[src/hw/rtl/imhq_ram.sv]
// ----------------------------------------------------------------------------
// imhq_ram
// Generic single-port-write, single-port-read memory with a registered read.
// A read of the address being written returns the old contents.
// ----------------------------------------------------------------------------
module imhq_ram #(
  parameter int unsigned WIDTH = 8,
  parameter int unsigned DEPTH = 256,
  localparam int unsigned AW = (DEPTH > 1) ? $clog2(DEPTH) : 1
) (
  input  logic             clk,
  input  logic             we,
  input  logic [AW-1:0]    waddr,
  input  logic [WIDTH-1:0] wdata,
  input  logic [AW-1:0]    raddr,
  output logic [WIDTH-1:0] rdata
);

  logic [WIDTH-1:0] mem [DEPTH];

  always_ff @(posedge clk) begin
    if (we) begin
      mem[waddr] <= wdata;
    end
    rdata <= mem[raddr];
  end

endmodule

[config.mk]
export PLATFORM = sky130hd
export DESIGN_NAME = imhq_ram
export DESIGN_NICKNAME = d
export VERILOG_FILES = /design/src/hw/rtl/imhq_ram.sv
export SDC_FILE = /design/constraint.sdc
export NUM_CORES = 2
export LEC_CHECK = 0
export ABC_CLOCK_PERIOD_IN_PS = 4140
export BUFFER_PORTS_ARGS = -buffer_cell sky130_fd_sc_hd__buf_2
export CAP_MARGIN = 10
export CORE_UTILIZATION = 65
export DETAILED_ROUTE_END_ITERATION = 8
export GPL_ROUTABILITY_DRIVEN = 0
export GPL_TIMING_DRIVEN = 1
export HOLD_SLACK_MARGIN = 0.02
export PLACE_DENSITY_LB_ADDON = 0.15
export SYNTH_ARGS = -nofsm -noshare
export SYNTH_HDL_FRONTEND = slang
export SYNTH_SLANG_ARGS = --single-unit
[constraint.sdc]
create_clock -name clk -period 4.14 [get_ports clk]
set_input_delay 0.414 -clock clk [delete_from_list [all_inputs] [get_ports clk]]
set_output_delay 0.414 -clock clk [all_outputs]
set_load 0.05 [all_outputs]
==> qor.txt <==
Dominant synthesized flop cell: edfxtp_1
RSZ-0062 raised after global routing: false
Antenna violations before repair: 13
Largest fanout on the critical path: 68
Post-DP Area: 82,220 um^2
Area delta synth->final: 10.90%
Count of input and output buffers: 33
Power per cell area: 477.0 nW/um^2
Post-Place Worst Slack: 0.1371 ns
Netlist area before placement: 79,560 um^2
Count of cells along the worst hold path: 1
Distinct cells, synth: 55
Highest Clock Rate: 303.7 MHz
Simple-gate area share of the yosys netlist: 2.628%
CTS tree: built
Cell taking the most area after synthesis: edfxtp_1
Final instance area: 88,230 um^2
Startpoint of the worst register-to-register path: mem[83][5]$_DFFE_PP_
Worst slew pin tran: 1.204 ns
Post-CTS Setup Inserts: 0
Global-route congestion overflow total: 0
Detail-routed via count per cell: 7.073
Max IR drop VDD: 0.4951 mV
Yosys warning count: 0
Number of max-cap violations: 0
Register bit total from synthesis: 2,056
EDFF count, synth: 2,048
Reg-to-Reg End: rdata[5]$_DFF_P_
Dominant combinational cell family by area after synthesis: multiplexers
Via count of the first global-routing pass: 40,750
Clock net sink count: 2,056
Worst reg-to-reg path cell count: 6
Post-synthesis area per instance: 21.31 um^2
Fraction of the mapped netlist area in adder cells: 0%
Fin worst setup slack: 0.8470 ns
Crit. End Element: register
Total count of hold-check failures in the final report: 0
Leakage power: 27.41 nW
Overall routing resource usage: 32.59%
XOR/XNOR Fraction of Synth Area: 0%
Required time of the worst setup path: 4.79 ns
Startpoint types: input pin
Post-DP HPWL: 119,800 um
Fraction of synthesis flops using an asynchronous set or reset pin: 0%
Detailed Route Iter0 Violations: 5,831
Final core occ: 73.15%
Area share of the largest cell type after synthesis: 77.30%
Worst clock skew: 0.02988 ns
Fraction of synthesized area in multiplexers: 14.62%
Clock period minus worst slack: 3.293 ns
Top post-synthesis cells by area: edfxtp_1 (77%), mux4_2 (13%), mux2i_1 (1.7%), nor2_1 (1.3%), a22oi_1 (1.3%)
Clock buffers created by TritonCTS: 192
Final wirelength: 196,100 um
DRC: 0
Share of final-layout standard cells stronger than drive strength 1: 23.62%
Largest net degree at the start of global routing: 154
Worst min-delay path startpoint: wdata[6]
First drt pass iteration count: 6
Critical path type: input pin to register
Synthesized netlist net count: 3,759
Run status: complete, no violations
H-tree levels: 4
Synth Area in Compound Gates: 3.419%
Filler Cell Count: 6,585
Source-to-sink clock delay at the later pin of the worst-skew pair: 0.81 ns
Critical Path AT: 3.94 ns
X dimension of the die: 351.9 um
Number of primary I/O pins: 34
Row Count: 127
Sequential-to-total area share from yosys stat: 77.50%
Total die area: 123,800 um^2
End of the worst hold path: mem[192][6]$_DFFE_PP_
Clock Tree Buf Depth: 3
Pins Over Slew Limit: 0
Setup TNS Final: 0 ns
Post-CTS Hold Fix Bufs: 0
Number of nets with antenna violations after routing: 0
Number of setup violations in the final report: 0
Initial cell density of the core: 65.96%
CTS resizes: 0
Count of vias placed by the detailed router: 40,283
Clock transition at the register clock pins on the worst setup and hold paths after CTS: 0.06 ns
First-pass GRT wire length: 283,200 um
R2R Setup Slk: 0.96 ns
Layout net count: 3,948
Type of the most critical hold path: input pin to register
Worst relative slew slack: 19.00%
Master cell of the clock root buffer: clkbuf_16
Chip Height: 351.9 um
Post-detailed-route wirelength per cell: 34.44 um
Post-Synthesis Cells: 3,733
Floorplan Core Area: 120,600 um^2
Ratio of final minimum period to clock period: 79.54%
-- report_power, final --
group          internal (W)  switching [W]  total, W
clock               0.00942        0.00751    0.0169
combinational      0.000738        0.00142   0.00216
sequential           0.0229      0.0000496    0.0230
-- cells in the mapped netlist, drive strengths merged (4+ instances only) --
cell / count
nand2: 33
nand3: 34
a211oi: 16
buf: 122
o32ai: 5
clkbuf: 111
a22o: 8
nand2b: 8
a21oi: 96
mux4: 456
nor2b: 31
o211ai: 10
a22oi: 133
or2: 4
mux2i: 134
a2111oi: 5
edfxtp: 2048
o22ai: 28
o22a: 5
a221oi: 14
o221ai: 47
dfxtp: 8
and2: 6
nor2: 282
nand4: 10
o21ai: 12
nor3: 22
nor4: 27
-- worst max path at each step --
| stage | start | end | slack (ns) | depth (start not counted) |
|---|---|---|---|---|
| after detailed placement | raddr[1] | rdata[3]$_DFF_P_ | 0.14 | 8 |
| after global routing | raddr[0] | rdata[7]$_DFF_P_ | 0.93 | 9 |
| after CTS | raddr[0] | rdata[7]$_DFF_P_ | 0.99 | 9 |
| after global placement | raddr[1] | rdata[3]$_DFF_P_ | 0.14 | 8 |
| final | raddr[1] | rdata[5]$_DFF_P_ | 0.85 | 8 |
| after floorplan | raddr[0] | rdata[2]$_DFF_P_ | 1.79 | 9 |
-- stage by stage --
step | hold WS [ns] | power (W) | std cells
5_1_grt | 0.2352 | 0.04296 | 5694
3_3_place_gp | 1.019 | 0.02550 | 5339
4_1_cts | 0.2194 | 0.04214 | 5692
6_report | 0.2268 | 0.04208 | 5695
3_5_place_dp | 1.018 | 0.02556 | 5339
2_1_floorplan | 0.5129 | 0.02457 | 3733
-- layout make-up --
class	instances	area (um^2)	area share, %
repair buffers	228	2069	2.346
clock inverters	116	940.9	1.066
inverters	2	7.507	0.008509
multi-input cells	1442	16470	18.67
clock buffers	237	5057	5.732
flip-flops and latches	2056	61660	69.89
well taps	1612	2017	2.286
diodes	2	5.005	0.005673
-- logic make-up (layout without fill, tap and decap cells) --
kind of cell / count (synthesis) / in the layout
DFF: 2056 / 2056
other: 0 / 2
and+or+nand+nor: 466 / 466
muxes: 591 / 591
buffers and inverters: 235 / 583
AOI/OAI and AO/OA: 385 / 385
-- state kept, by name, indices dropped and copies added, names as in the netlist --
name and cells:
mem 2048, rdata 8
-- critical path, stage by stage --
cell	delay, ns
buf_8	0.44
buf_12	0.42
mux4_2	0.37
a22o_1	0.29
a221oi_1	0.59
o32ai_1	0.29
nor3_1	0.84
nor4_1	0.16
-- cell usage in the layout (no fill, tap or decap), drive strengths merged, types with 31 or more instances in the layout --
master	count
a22oi	133
mux4	456
o221ai	47
nand3	34
nor2	282
nand2	33
edfxtp	2048
clkinv	91
a21oi	96
buf	220
mux2i	134
nor2b	31
clkbuf	245
-- routing by layer --
layer / track usage (%) / share of wire [%]
met5: 0 / 0.042
met4: 15.02 / 5.0
met3: 6.540 / 11
met2: 51.03 / 48
met1: 45.11 / 36
(Power assumes the default switching activity.)
