[src/hw/rtl/imhq_pkg.sv]
// ----------------------------------------------------------------------------
// imhq_pkg
// Shared types and codes for the indexed min-heap queue: request and
// response items, command and status codes, and the controller states.
// ----------------------------------------------------------------------------
package imhq_pkg;

  localparam int unsigned HEAP_SLOTS_DEF   = 256;
  localparam int unsigned VERTEX_COUNT_DEF = 256;
  localparam int unsigned KEY_BITS_DEF     = 16;

  localparam logic [1:0] CMD_INSERT = 2'd0;
  localparam logic [1:0] CMD_DELETE = 2'd1;
  localparam logic [1:0] CMD_QUERY  = 2'd2;

  localparam logic [1:0] STATUS_OK    = 2'd0;
  localparam logic [1:0] STATUS_FULL  = 2'd1;
  localparam logic [1:0] STATUS_EMPTY = 2'd2;

  typedef struct packed {
    logic [1:0]  cmd;
    logic [15:0] key;
    logic [7:0]  vertex;
  } req_t;

  typedef struct packed {
    logic [1:0]  status;
    logic [15:0] min_key;
    logic [7:0]  min_vertex;
    logic [7:0]  slot;
    logic [7:0]  count;
  } rsp_t;

  typedef struct packed {
    logic valid;
    rsp_t data;
  } res_t;

  typedef enum logic [3:0] {
    ST_CLEAR,
    ST_IDLE,
    ST_QUERY,
    ST_UP_READ,
    ST_UP_CMP,
    ST_DEL_ROOT,
    ST_DEL_LAST,
    ST_DN_LEFT,
    ST_DN_RIGHT,
    ST_PLACE,
    ST_RESULT
  } state_t;

endpackage

[src/hw/rtl/imhq_out.sv]
// ----------------------------------------------------------------------------
// imhq_out
// Output register stage. It holds one finished result until the receiver
// takes it, so the engine can accept and work on the next item meanwhile.
// ----------------------------------------------------------------------------
module imhq_out (
  input  logic           clk,
  input  logic           rst,
  input  imhq_pkg::res_t res,
  output logic           res_ready,
  output logic           rsp_valid,
  input  logic           rsp_stall,
  output imhq_pkg::rsp_t rsp
);

  import imhq_pkg::*;

  assign res_ready = !rsp_valid || !rsp_stall;

  always_ff @(posedge clk) begin
    if (rst) begin
      rsp_valid <= 1'b0;
    end else if (res_ready) begin
      rsp_valid <= res.valid;
    end
  end

  always_ff @(posedge clk) begin
    if (res_ready && res.valid) begin
      rsp <= res.data;
    end
  end

endmodule

[config.mk]
export PLATFORM = sky130hd
export DESIGN_NAME = imhq_out
export DESIGN_NICKNAME = d
export VERILOG_FILES = /design/src/hw/rtl/imhq_pkg.sv /design/src/hw/rtl/imhq_out.sv
export SDC_FILE = /design/constraint.sdc
export NUM_CORES = 1
export LEC_CHECK = 0
export BUFFER_PORTS_ARGS = -buffer_cell sky130_fd_sc_hd__clkbuf_2
export CAP_MARGIN = 20
export CORE_MARGIN = 2
export CORE_UTILIZATION = 42
export CTS_BUF_LIST = sky130_fd_sc_hd__clkbuf_4 sky130_fd_sc_hd__clkbuf_8
export CTS_CLUSTER_SIZE = 12
export DETAILED_ROUTE_END_ITERATION = 7
export PLACE_DENSITY = 0.92
export SYNTH_ARGS = -nofsm -noshare
export SYNTH_HDL_FRONTEND = slang
export SYNTH_SLANG_ARGS = --single-unit
export TNS_END_PERCENT = 5
[constraint.sdc]
create_clock -name clk -period 2.4 [get_ports clk]
set_input_delay 0.36 -clock clk [delete_from_list [all_inputs] [get_ports clk]]
set_output_delay 0.36 -clock clk [all_outputs]
set_load 0.05 [all_outputs]
==> results.sh, run 1 <==
export IMPL_status="completed"
export IMPL_path_cells="nand2_1, clkbuf_2"
export IMPL_holdWs_ns=0.1863
export IMPL_ant_nets=0
export IMPL_clockBufferDepth=2
export IMPL_yosys_warnings=0
export IMPL_antenna_found_initial=0
export IMPL_relSlewSlack_pct=70.71
export IMPL_dieHeight_um=59.64
export IMPL_n_antenna_cell=0
export IMPL_finalCriticalPeriod_ns=1.410
export IMPL_setup_violations=0
export IMPL_rsz0062_at_grt="false"
export IMPL_fin_ws_ns=0.9895
export IMPL_gp_congestion=0.6680
export IMPL_path_clk_slew_ns=0.10
export IMPL_detail_route_wl_per_cell_um=14.17
export IMPL_timing_worst_setup_path_type="reg2out"
export IMPL_synth_area_leaders="edfxtp_1, dfxtp_1, and2_1"
export IMPL_cts_max_level=2
export IMPL_hold_buffers=0
export IMPL_ctsResizeCount=0
export IMPL_rows=20
export IMPL_num_io_pins=90
export IMPL_drc=0
export IMPL_netlist_area_sq_um=1300
export IMPL_finalMaxSlewViolations=0
export IMPL_drt_wl_total_um=2523
export IMPL_totalPowerFinal_mw=1.524
export IMPL_coreArea_sq_um=3003
export IMPL_clk_latency_ns=0.33
export IMPL_filler_cell_count=228
export IMPL_cpMaxStageDelayCell="dfxtp_1"
export IMPL_mostFrequentLayoutCells="clkbuf_2, edfxtp_1, clkbuf_4"
export IMPL_final_seq_area_sq_um=1281
export IMPL_final_common_cell="clkbuf_2"
export IMPL_clockRootBuffer="clkbuf_4"
export IMPL_cts_tree="built"
export IMPL_syn_inst=47
export IMPL_stdcell_count=178
export IMPL_hold_path_class="in2reg"
export IMPL_fin_tns_setup_ns=0
export IMPL_grt_pass1_vias=862
export IMPL_cpPeakStageDelay_ns=0.35
export IMPL_tightest_slew_ns=0.4394
export IMPL_area_delta_synth_final_pct=44.66
export IMPL_worst_setup_path_end_kind="output port"
export IMPL_vias=822
export IMPL_period_share_pct=58.77
export IMPL_cts_setup_buffers=0
export IMPL_die_w_um=59.64
export IMPL_yosysSeqAreaShare_pct=98.56
export IMPL_grt_pass1_wl_um=3739
export IMPL_dp_slack_ns=0.8580
export IMPL_grt_max_degree=26
export IMPL_cp_max_fo=3
export IMPL_max_freq_mhz=709.0
export IMPL_ys_seq_elements=43
export IMPL_drive_gt1_share_pct=68.28
export IMPL_ir_drop_mv=0.5210
export IMPL_cts_sinks=43
export IMPL_die_area_sq_um=3556
export IMPL_drv_cap=0
export IMPL_hold_viol=0
export IMPL_yosysTopAreaCell="edfxtp_1"
export IMPL_fin_nets=190
export IMPL_drt_initial_drc_count=18
export IMPL_crit_path_start_kind="flop"
export IMPL_critical_path_arrival_ns=1.05
export IMPL_p_leak_nw=0.8433
export IMPL_avgViaCountPerCell=4.618
export IMPL_syn_num_nets=93
export IMPL_postSynthAreaPerCell_sq_um=27.66
export IMPL_port_buffer_count=89
export IMPL_power_density_nw_per_um2=810.3
export IMPL_grtUsageTotal_pct=15.35
export IMPL_cts_buffers=5
export IMPL_fin_skew_ns=0.008286
export IMPL_dpl_hpwl_um=2031
export IMPL_multiInputGateArea_sq_um=20.02
export IMPL_firstDrtPassIters=4
export IMPL_place_inst=170
export IMPL_grt_ovfl_total=0
export IMPL_initial_utilization_pct=43.29
export IMPL_required_ns=2.04
export IMPL_synth_top_area_share_pct=97.02
export IMPL_yosysUniqueCellTypes=6
-- worst max-delay path: cells and delay by family (launching register included) --
kind | cells | cell delay, ns
AND/OR/NAND/NOR | 1 | 0.09
flip-flops | 1 | 0.35
buffers and inverters | 1 | 0.28
-- stage by stage --
stage	cell area, sq um	util [%]
after floorplan	1301	-
after global placement	1808	60.21
after detailed placement	1808	60.21
after CTS	1881	62.63
after global routing	1881	62.63
final	1881	62.63
-- cells by family (layout without fill, tap and decap cells) --
kind of cell / count (synthesis) / count (layout) / share of synthesized area [%]
AND/OR/NAND/NOR: 3 / 3 / 1.058
flip-flops: 43 / 43 / 98.56
AO/OA/AOI/OAI: 1 / 1 / 0.3846
buffers and inverters: 0 / 98 / 0
-- Yosys cell counts --
| library cell | number |
|---|---|
| edfxtp_1 | 42 |
| a21oi_1 | 1 |
| and2_1 | 1 |
| dfxtp_1 | 1 |
| nand2_1 | 1 |
| nor2_1 | 1 |
-- power by group --
part	internal [mW]	switching [mW]
combinational	0.0574	0.194
sequential	0.875	0.0122
clock	0.184	0.201
-- routing by layer --
layer	up-vias	global-route usage [%]	wire length (um)
met1	380	14.93	787
li1	379	-	-
met4	0	5.714	11
met5	-	0	0
met3	2	10.70	395
met2	61	25.43	1328
-- final timing paths --
path,start,end,slack (ns),cells after the start
hold / removal,rst,rsp_valid$_SDFFE_PP0P_,0.19,2
setup reg to reg,rsp_valid$_SDFFE_PP0P_,rsp[25]$_DFFE_PP_,0.99,3
setup / recovery,rsp_valid$_SDFFE_PP0P_,res_ready,0.99,2
hold reg to reg,rsp_valid$_SDFFE_PP0P_,rsp_valid$_SDFFE_PP0P_,0.56,2
-- final cells by class --
| cell class | count | area share, % |
|---|---|---|
| sequential | 43 | 68.13 |
| tap | 33 | 2.196 |
| timing repair buffer | 90 | 24.75 |
| clock buffer | 8 | 3.859 |
| multi-input combinational | 4 | 1.065 |
-- registers in the layout, summed over array words and instances (netlist names) --
signal	cells
rsp	42
rsp_valid	1
No activity file was read; power rests on OpenSTA's default activity.
==> inputs of run 2 (changes only) <==
Settings changed: CORE_UTILIZATION 42 to 38, PLACE_DENSITY 0.92 to 0.89.
Clock period 2.4 ns to 1.25 ns, I/O delays scaled along.
==> run 2 against run 1 <==
Against the previous run: die area increased by 9.8%; non-clock buffer count grew 35; global-route usage decreased by 0.63 points; routed wire length rose by 39%; cell area is 22% higher; sequential share of layout area down 12 points; combinational power grew 140%; clock power rose by 130%; critical endpoint is now rsp[34]; highest routed layer unchanged.
==> results.sh, run 2 (synthesized netlist as in run 1, its figures left out) <==
export IMPL_pwr_share_comb_pct=18.7
export IMPL_coreArea_sq_um=3311
export IMPL_drc=0
export IMPL_port_buffer_count=89
export IMPL_finalMaxSlewViolations=0
export IMPL_worst_setup_path_end_kind="output port"
export IMPL_ant_nets=0
export IMPL_n_antenna_cell=0
export IMPL_cts_sinks=43
export IMPL_vias=998
export IMPL_die_w_um=62.49
export IMPL_path_cells="clkbuf_2"
export IMPL_power_density_nw_per_um2=1385
export IMPL_seqPwrFrac_pct=53.9
export IMPL_setup_violations=0
export IMPL_timing_worst_setup_path_type="reg2out"
export IMPL_ir_drop_mv=1.344
export IMPL_hold_path_endpoint="rsp[21]$_DFFE_PP_"
export IMPL_critical_path_arrival_ns=1.04
export IMPL_relSlewSlack_pct=79.85
export IMPL_grt_pass1_wl_um=4284
export IMPL_firstDrtPassIters=5
export IMPL_fin_ws_ns=0.01900
export IMPL_dieHeight_um=62.49
export IMPL_tightest_slew_ns=0.3035
export IMPL_reg_top3="rsp (42), rsp_valid (1)"
export IMPL_hold_viol=0
export IMPL_cts_setup_buffers=0
export IMPL_grt_max_degree=23
export IMPL_status="completed"
export IMPL_worstHoldStart="res[21]"
export IMPL_drive_gt1_share_pct=56.67
export IMPL_gp_congestion=0.7750
export IMPL_mostFrequentLayoutCells="clkbuf_2, edfxtp_1, dlygate4sd3_1"
export IMPL_cp_top_family="flip-flops"
export IMPL_grt_pass1_vias=1002
export IMPL_area_delta_synth_final_pct=76.13
export IMPL_dp_slack_ns=0.1362
export IMPL_antenna_found_initial=0
export IMPL_p_leak_nw=1.003
export IMPL_drt_initial_drc_count=25
export IMPL_cts_max_level=2
export IMPL_path_clk_slew_ns=0.14
export IMPL_cts_buffers=5
export IMPL_fin_nets=225
export IMPL_fin_skew_ns=0.01274
export IMPL_timing_rr_end="rsp[28]$_DFFE_PP_"
export IMPL_cts_tree="built"
export IMPL_place_inst=184
export IMPL_initial_utilization_pct=39.27
export IMPL_final_common_cell="clkbuf_2"
export IMPL_largest_reg_flops=42
export IMPL_clockPowerShare_pct=27.4
export IMPL_crit_path_start_kind="flop"
export IMPL_totalPowerFinal_mw=3.171
export IMPL_required_ns=1.06
export IMPL_clockRootBuffer="clkbuf_4"
export IMPL_finalCriticalPeriod_ns=1.231
export IMPL_clk_latency_ns=0.33
export IMPL_avgViaCountPerCell=4.416
export IMPL_p_int_mw=2.293
export IMPL_cpMaxStageDelayCell="edfxtp_1"
export IMPL_regMostFlops="rsp"
export IMPL_clockBufferDepth=2
export IMPL_cp_max_fo=1
export IMPL_r2r_slack_ns=0.10
export IMPL_fin_tns_setup_ns=0
export IMPL_holdWs_ns=0.02627
export IMPL_filler_cell_count=243
export IMPL_die_area_sq_um=3905
export IMPL_max_freq_mhz=812.4
export IMPL_swShare_pct=27.68
export IMPL_num_io_pins=90
export IMPL_r2r_start="rsp_valid$_SDFFE_PP0P_"
export IMPL_period_share_pct=98.48
export IMPL_stdcell_count=226
export IMPL_rows=21
export IMPL_grtUsageTotal_pct=14.72
export IMPL_crit_buf_inv=1
export IMPL_cpPeakStageDelay_ns=0.44
export IMPL_rr_worst_depth=3
export IMPL_hold_path_class="in2reg"
export IMPL_drv_cap=0
export IMPL_holdPathStages=1
export IMPL_detail_route_wl_per_cell_um=15.50
export IMPL_drt_wl_total_um=3504
export IMPL_p_sw_mw=0.8777
export IMPL_grt_ovfl_total=0
[run 2: per-stage QoR]
| stage | utilization (%) | area, sq um |
|---|---|---|
| global route | 69.16 | 2290 |
| detailed placement | 56.35 | 1866 |
| finish | 69.16 | 2290 |
| floorplan | - | 1323 |
| global placement | 56.35 | 1866 |
| CTS | 60.09 | 1989 |
[run 2: repair_timing]
item                                    in CTS  in global routing
endpoints found under the setup margin       1                  1
resized for setup                            1                  1
endpoints found under the hold margin        4                 30
hold buffers                                 4                 30
[run 2: worst max path at each step]
stage,endpoint,depth (start not counted),startpoint,slack (ns)
2_1_floorplan,rsp[0]$_DFFE_PP_,2,rsp_valid$_SDFFE_PP0P_,-0.07
3_3_place_gp,rsp[22]$_DFFE_PP_,3,rsp_valid$_SDFFE_PP0P_,0.16
3_5_place_dp,rsp[19]$_DFFE_PP_,3,rsp_valid$_SDFFE_PP0P_,0.14
4_1_cts,rsp_valid,1,rsp_valid$_SDFFE_PP0P_,0.02
5_1_grt,rsp[34],1,rsp[34]$_DFFE_PP_,-0.03
6_report,rsp[34],1,rsp[34]$_DFFE_PP_,0.02
[run 2: layer usage]
metal  vias to the layer above  routed length, um  GRT usage (%)
met3                         4                399          9.189
met5                         -                  0              0
met1                       469               1271          15.20
li1                        452                  -              -
met2                        73               1797          22.98
met4                         0                 35          8.056
[run 2: layout make-up]
class | instances | area (sq um) | area share (%)
flip-flops and latches | 43 | 1285 | 56.12
repair buffers | 125 | 828.3 | 36.17
well taps | 46 | 57.56 | 2.514
clock inverters | 3 | 43.79 | 1.913
multi-input cells | 4 | 37.54 | 1.639
clock buffers | 5 | 37.54 | 1.639
[run 2: power by group through the flow]
stage / registers (mW) / logic (mW) / clock network (mW)
floorplan: 2.03 / 0.0377 / 0
global placement: 1.73 / 0.492 / 0
detailed placement: 1.74 / 0.504 / 0
CTS: 1.71 / 0.515 / 0.872
global route: 1.72 / 0.619 / 0.947
finish: 1.71 / 0.594 / 0.868
